===== src/rtl/rxwd_pkg.sv =====
package rxwd_pkg;

    localparam int unsigned WORD_W      = 32;
    localparam int unsigned BLOCK_WORDS = 128;
    localparam int unsigned WIB_W       = $clog2(BLOCK_WORDS);
    localparam logic [WORD_W-1:0] BLOCK_BYTES = WORD_W'(BLOCK_WORDS * 4);
    localparam logic [WIB_W-1:0]  LAST_WIB    = WIB_W'(BLOCK_WORDS - 1);

    localparam logic [WORD_W-1:0] SEED_MASK   = 32'h8B12_BAB6;
    localparam logic [WORD_W-1:0] OFFSET_STEP = 32'h561A_9C1A;

    localparam int unsigned ROT_POS   = 7;
    localparam int unsigned ROT_OFF   = 2;
    localparam int unsigned ROT_KEY   = 10;
    localparam int unsigned ROT_CHAIN = 15;

    // Key and offset material for the block that starts at the current position.
    typedef struct packed {
        logic [WORD_W-1:0] mix;
        logic [WORD_W-1:0] off;
    } t_blk_init;

    // Per-word position events from the keystream core.
    typedef struct packed {
        logic step;
        logic sof;
        logic eob;
    } t_pos_ctl;

    function automatic logic [WORD_W-1:0] rotr(input logic [WORD_W-1:0] x,
                                                input int unsigned n);
        logic [2*WORD_W-1:0] dbl;
        dbl  = {x, x};
        rotr = dbl[n +: WORD_W];
    endfunction

    function automatic logic [WORD_W-1:0] blk_mix(input logic [WORD_W-1:0] p);
        blk_mix = p + (p >> 16) + (p >> 8) + (p >> 24);
    endfunction

endpackage


===== src/rtl/rxwd_blkinit.sv =====
module rxwd_blkinit
    import rxwd_pkg::*;
(
    input  logic      i_clk,
    input  logic      i_rst_n,
    input  t_pos_ctl  i_ctl,
    output t_blk_init o_init
);

    logic [WORD_W-1:0] r_block_position;
    logic [WORD_W-1:0] r_nxt_pos;
    logic [WORD_W-1:0] r_nxt_mix;
    logic [WORD_W-1:0] r_nxt_off1;
    logic [WORD_W-1:0] r_nxt_off;
    t_blk_init         r_cur;

    // The next block's material settles through r_nxt_pos, r_nxt_off1 and r_nxt_off after
    // the position moves; a block is at least BLOCK_WORDS words long, so it is ready in time.
    always_ff @(posedge i_clk) begin
        r_nxt_pos  <= r_block_position + BLOCK_BYTES;
        r_nxt_mix  <= blk_mix(r_nxt_pos);
        r_nxt_off1 <= r_nxt_pos + rotr(r_nxt_pos, ROT_POS);
        r_nxt_off  <= r_nxt_off1 + rotr(r_nxt_off1, ROT_OFF);
    end

    always_ff @(posedge i_clk) begin
        if (!i_rst_n) begin
            r_block_position <= '0;
            r_cur            <= '0;
        end else if (i_ctl.step) begin
            if (i_ctl.sof) begin
                r_block_position <= '0;
                r_cur            <= '0;
            end else if (i_ctl.eob) begin
                r_block_position <= r_nxt_pos;
                r_cur.mix        <= r_nxt_mix;
                r_cur.off        <= r_nxt_off;
            end
        end
    end

    assign o_init = r_cur;

endmodule


===== src/rtl/rxwd_core.sv =====
module rxwd_core
    import rxwd_pkg::*;
(
    input  logic              i_clk,
    input  logic              i_rst_n,
    input  logic              i_step,
    input  logic [WORD_W-1:0] i_cipher,
    input  logic              i_sof,
    input  t_blk_init         i_init,
    output logic [WORD_W-1:0] o_plain,
    output logic              o_eob,
    output t_pos_ctl          o_ctl
);

    logic [WORD_W-1:0] r_seed;
    logic [WIB_W-1:0]  r_wib;
    logic [WORD_W-1:0] r_key;
    logic [WORD_W-1:0] r_off;
    logic [WORD_W-1:0] r_chain;

    logic              w_start;
    logic [WORD_W-1:0] n_seed;
    logic [WIB_W-1:0]  w_wib;
    logic [WORD_W-1:0] w_key;
    logic [WORD_W-1:0] w_off;
    logic [WORD_W-1:0] w_chain;

    always_comb begin
        w_start = i_sof || (r_wib == '0);
        n_seed  = i_sof ? (i_cipher ^ SEED_MASK) : r_seed;
        w_wib   = i_sof ? '0 : r_wib;
        // A new file starts at position zero, whose key mix and offset are zero.
        if (i_sof) begin
            w_key = n_seed;
            w_off = '0;
        end else if (w_start) begin
            w_key = n_seed ^ i_init.mix;
            w_off = i_init.off;
        end else begin
            w_key = r_key;
            w_off = r_off;
        end
        w_chain = w_start ? '0 : r_chain;
    end

    assign o_plain = i_cipher ^ w_chain ^ w_key ^ w_off;
    assign o_eob   = (w_wib == LAST_WIB);

    assign o_ctl.step = i_step;
    assign o_ctl.sof  = i_sof;
    assign o_ctl.eob  = o_eob;

    always_ff @(posedge i_clk) begin
        if (!i_rst_n) begin
            r_seed  <= '0;
            r_wib   <= '0;
            r_key   <= '0;
            r_off   <= '0;
            r_chain <= '0;
        end else if (i_step) begin
            r_seed  <= n_seed;
            r_wib   <= w_wib + WIB_W'(1);
            r_key   <= rotr(w_key, ROT_KEY);
            r_off   <= w_off + OFFSET_STEP;
            r_chain <= rotr(i_cipher, ROT_CHAIN);
        end
    end

endmodule


===== src/rtl/rolling_xor_word_decryptor.sv =====
// Each accepted input word passes through the input register and the result register.
// Throughput: one word per cycle while the output is taken; when the output stalls,
// the result register holds its word and the input register takes one only while empty;
// s_axis_tready drops with it full, since it follows m_axis_tready in the same cycle.
// Reset (i_rst_n, synchronous, active low) clears the seed, position, key, offset and
// chain to zero and empties both pipeline registers.
module rolling_xor_word_decryptor
    import rxwd_pkg::*;
(
    input  logic              i_clk,
    input  logic              i_rst_n,
    input  logic              s_axis_tvalid,
    output logic              s_axis_tready,
    input  logic [WORD_W-1:0] s_axis_tdata,   // [31:0] cipher_word
    input  logic              s_axis_tuser,   // [0] start_of_file
    output logic              m_axis_tvalid,
    input  logic              m_axis_tready,
    output logic [WORD_W-1:0] m_axis_tdata,   // [31:0] plain_word
    output logic              m_axis_tlast
);

    logic              r_in_valid;
    logic [WORD_W-1:0] r_in_cipher;
    logic              r_in_sof;
    logic              r_out_valid;
    logic [WORD_W-1:0] r_out_plain;
    logic              r_out_eob;

    logic              w_step;
    logic [WORD_W-1:0] w_plain;
    logic              w_eob;
    t_pos_ctl          w_ctl;
    t_blk_init         w_init;

    assign w_step        = r_in_valid && (!r_out_valid || m_axis_tready);
    assign s_axis_tready = !r_in_valid || w_step;

    always_ff @(posedge i_clk) begin
        if (!i_rst_n) begin
            r_in_valid  <= 1'b0;
            r_out_valid <= 1'b0;
        end else begin
            if (s_axis_tready) begin
                r_in_valid <= s_axis_tvalid;
            end
            if (w_step) begin
                r_out_valid <= 1'b1;
            end else if (m_axis_tready) begin
                r_out_valid <= 1'b0;
            end
        end
    end

    always_ff @(posedge i_clk) begin
        if (s_axis_tready) begin
            r_in_cipher <= s_axis_tdata;
            r_in_sof    <= s_axis_tuser;
        end
        if (w_step) begin
            r_out_plain <= w_plain;
            r_out_eob   <= w_eob;
        end
    end

    rxwd_core u_core (
        .i_clk    (i_clk),
        .i_rst_n  (i_rst_n),
        .i_step   (w_step),
        .i_cipher (r_in_cipher),
        .i_sof    (r_in_sof),
        .i_init   (w_init),
        .o_plain  (w_plain),
        .o_eob    (w_eob),
        .o_ctl    (w_ctl)
    );

    rxwd_blkinit u_blkinit (
        .i_clk   (i_clk),
        .i_rst_n (i_rst_n),
        .i_ctl   (w_ctl),
        .o_init  (w_init)
    );

    assign m_axis_tvalid = r_out_valid;
    assign m_axis_tdata  = r_out_plain;
    assign m_axis_tlast  = r_out_eob;

    a_ready_when_empty: assert property (@(posedge i_clk) disable iff (!i_rst_n)
        !r_in_valid |-> s_axis_tready)
        else $error("input register empty but not ready");

    a_step_fills_output: assert property (@(posedge i_clk) disable iff (!i_rst_n)
        w_step |=> m_axis_tvalid)
        else $error("processed word did not reach the output register");

    a_sof_not_last: assert property (@(posedge i_clk) disable iff (!i_rst_n)
        (w_step && r_in_sof) |=> !m_axis_tlast)
        else $error("first word of a file marked as end of block");

endmodule


===== config.mk =====
export PLATFORM = sky130hd
export DESIGN_NAME = rolling_xor_word_decryptor
export DESIGN_NICKNAME = d
export VERILOG_FILES = /design/src/rtl/rxwd_pkg.sv /design/src/rtl/rxwd_blkinit.sv /design/src/rtl/rxwd_core.sv /design/src/rtl/rolling_xor_word_decryptor.sv
export SDC_FILE = /design/constraint.sdc
export NUM_CORES = 1
export LEC_CHECK = 0
export ABC_AREA = 1
export BUFFER_PORTS_ARGS = -buffer_cell sky130_fd_sc_hd__buf_2
export CORE_AREA = 3 3 217 219
export CTS_BUF_LIST = sky130_fd_sc_hd__clkbuf_4 sky130_fd_sc_hd__clkbuf_8
export DETAILED_ROUTE_END_ITERATION = 7
export DIE_AREA = 0 0 220 222
export PLACE_DENSITY = 0.71
export SLEW_MARGIN = 20
export SYNTH_ARGS = -nofsm -noshare
export SYNTH_HDL_FRONTEND = slang
export SYNTH_HIERARCHICAL = 1
export SYNTH_SLANG_ARGS = --single-unit
export TNS_END_PERCENT = 5

===== constraint.sdc =====
create_clock -name i_clk -period 4.57 [get_ports i_clk]
set_input_delay 0.457 -clock i_clk [delete_from_list [all_inputs] [get_ports i_clk]]
set_output_delay 0.457 -clock i_clk [all_outputs]
set_load 0.005 [all_outputs]

==> run_results.csv <==
group,metric,value,unit
run_status,outcome,"finished clean",
sta,tightest_slew,1.07,ns
clock_tree,clkSinkCount,427,
layout,stdcell_count,4244,
clock_tree,h-tree-depth,3,
critical_path,arrival,3.94,ns
routing,initialDrtViolationCount,1696,
global_routing,grt.overflow.total,0,
floorplanning,dieWidth,220,microns
layout,mostFrequentLayoutCells,"nand2_1, inv_1, dfxtp_1",
global_routing,antenna_found_initial,0,
routing,firstDrtPassIters,6,
logic_synthesis,synthArstFlopShare,0,%
critical_path,crit_required,5.09,ns
sta,rsz0062_at_grt,"false",
sta,finalCritPeriodShare,74.9,%
sta,finalSetupViolCount,0,
clock_tree,cts_setup_buffers,0,
logic_synthesis,syn_inst,3501,
logic_synthesis,synth_top_cell_area_share,29.2,%
power,p_leak,13.6,nW
logic_synthesis,ys_ff_latch,427,
logic_synthesis,synth.area.top_cells,"dfxtp_1, nand2_1, inv_1, edfxtp_1, ha_1",
clock_tree,cts-resized-gates,0,
logic_synthesis,mappedNetlistNets,3679,
clock_tree,cts_made_buffers,72,
clock_tree,clk_pin_slew,0.06,ns
critical_path,crit_chain,"inv_1 > fa_1 > fa_1 > inv_1 > ha_1 > inv_1 > fa_1 > inv_1 > nand2_1 > nand3_1 > nand2_1 > nand2_1 > nand2_1 > nand3_1 > nand2_1",
critical_path,crit_path_top_delay_cell,"dfxtp_1",
placement,dpl.cell_count,4083,
global_routing,grt_pass1_wl,115000,microns
clock_tree,cts_buffer_depth,3,
logic_synthesis,yosysTopAreaCell,"dfxtp_1",
floorplanning,die-area,48800,sq um
sta,tns,0,ns
layout,diodes,0,
layout,final_layout_size_suffix_gt1_share,8.29,%
logic_synthesis,yosysUniqueCellTypes,51,
sta,finalMaxSlewViolations,0,
critical_path,critPathMaxFanout,5,
critical_path,crit_path_frequent_cell,"nand2_1",
critical_path,criticalPathCategory,"reg -> reg",
clock_tree,clkLatencyLatePin,0.66,ns
critical_path,end_kind,"flip-flop",
job,cap_viol_max_count,0,
sta,skew,0.0490,ns
sta,hold_slack,0.0534,ns
sta,hold_viol_final,0,
placement,place_congestion,0.971,
power,vdd_drop_max,259,uV
floorplanning,ios,72,
sta,max_freq,0.292,GHz
routing,routed_wl,73500,microns
critical_path,path_buf_inv,4,
layout,largest_reg_flops,64,
placement,numPortBuffers,71,
routing,ant_nets,0,
routing,wl_per_cell,17.3,microns
routing,viasPerCell,5.31,
routing,drc,0,
clock_tree,clockRootBuffer,"clkbuf_8",
clock_tree,cts_tree,"done",
layout,fin_area,27500,sq um
sta,relSlewSlack,28.5,%
floorplanning,rows,78,
critical_path,start_kind,"flip-flop",
routing,dr_total_vias,22500,
global_routing,grt_max_degree,172,
logic_synthesis,synth_top_flop_cell,"dfxtp_1",
min_path,hp-class,"in -> reg",
critical_path,max_stage_delay,0.61,ns
logic_synthesis,syn_area,24800,sq um
floorplanning,die_h,222,microns
placement,hpwlAfterDp,55800,microns
logic_synthesis,synth_edf_count,66,
critical_path,critPathTopFamily,"adder cells",
logic_synthesis,synth_seq_area_share,37.2,%
sta,fin_crit,3.42,ns
placement,place_area,25600,sq um
logic_synthesis,syn_area_per_cell,7.08,sq um
layout,layout_commonest_cell,"nand2_1",
global_routing,grt_usage,29.9,%
layout,final_nets,3765,
logic_synthesis,synth_warnings,6,
global_routing,grt_pass1_vias,21600,
power,power_density,317,nW/um^2
layout,area_growth,10.9,%
floorplanning,fp.coreArea,45300,sq um
floorplanning,start_util,54.7,%
clock_tree,cts_hold_buf,30,
worst reg2reg max path: cells and delay by family, from the launching register on:
kind	cells	cell delay (ns)
fa+ha+maj	4	1.58
flops	1	0.61
simple gates	7	0.71
buf+inv	4	0.42
power by group:
| part | leakage, nW | internal [W] | switching (W) |
|---|---|---|---|
| combinational | 9.15 | 0.000309 | 0.000639 |
| sequential | 3.60 | 0.00401 | 0.000107 |
| clock | 0.823 | 0.00207 | 0.00158 |
| total | 13.6 | 0.00639 | 0.00232 |
path summary, 6_finish.rpt:
check                                                    from                 endpoint  slack (ns)  cells past startpoint
worst max register to register        u_blkinit/r_nxt_pos[17]  u_blkinit/r_nxt_mix[23]        1.15                     15
worst max-delay path                  u_blkinit/r_nxt_pos[17]  u_blkinit/r_nxt_mix[23]        1.15                     15
worst min register to register  u_blkinit/r_block_position[3]   u_blkinit/r_nxt_pos[3]        0.35                      0
worst min-delay path                          s_axis_tdata[2]           r_in_cipher[2]        0.05                      1
routing by layer:
layer  wire length (microns)  global-route usage, %
met2                   34500                   48.9
met1                   31500                   38.9
met4                    3190                   12.8
met3                    4340                   4.88
met5                       0                      0
per-stage QoR:
step / power (W) / util [%] / setup slack [ns]
after floorplan: 0.00481 / - / 0.946
after global placement: 0.00508 / 56.5 / 1.20
after detailed placement: 0.00510 / 56.5 / 1.18
after CTS: 0.00877 / 60.7 / 1.17
after global routing: 0.00907 / 60.7 / 0.768
final: 0.00871 / 60.7 / 1.15
cell usage after synthesis (14+ instances only):
master and count:
xor2_1 136, nand3_1 240, edfxtp_1 66, nand2_2 21, a211oi_1 24, xnor2_1 60
clkbuf_1 66, fa_1 26, buf_2 22, nand2_1 1014, o221ai_1 14, buf_1 15
o21ai_0 127, inv_1 535, nor2_2 15, o211ai_1 18, ha_1 115, nor2_1 235
nor3_1 24, nand4_1 26, dfxtp_1 361, a21oi_1 257
cell families after synthesis:
logic type / after synthesis / share of synthesized area, %
fa+ha+maj: 141 / 7.91
compound gates: 470 / 10.4
simple gates: 1609 / 27.3
xor+xnor: 196 / 6.93
flops: 427 / 37.2
buf+inv: 658 / 10.3
layout make-up:
| class | count | area [sq um] |
|---|---|---|
| clock buffer | 106 | 1340 |
| clock inverter | 25 | 230 |
| fill | 4281 | 17800 |
| inverter | 545 | 2050 |
| multi-input combinational | 2416 | 13000 |
| sequential | 427 | 9210 |
| tap | 600 | 751 |
| timing repair buffer | 125 | 873 |
No activity file was read; power rests on OpenSTA's default activity.
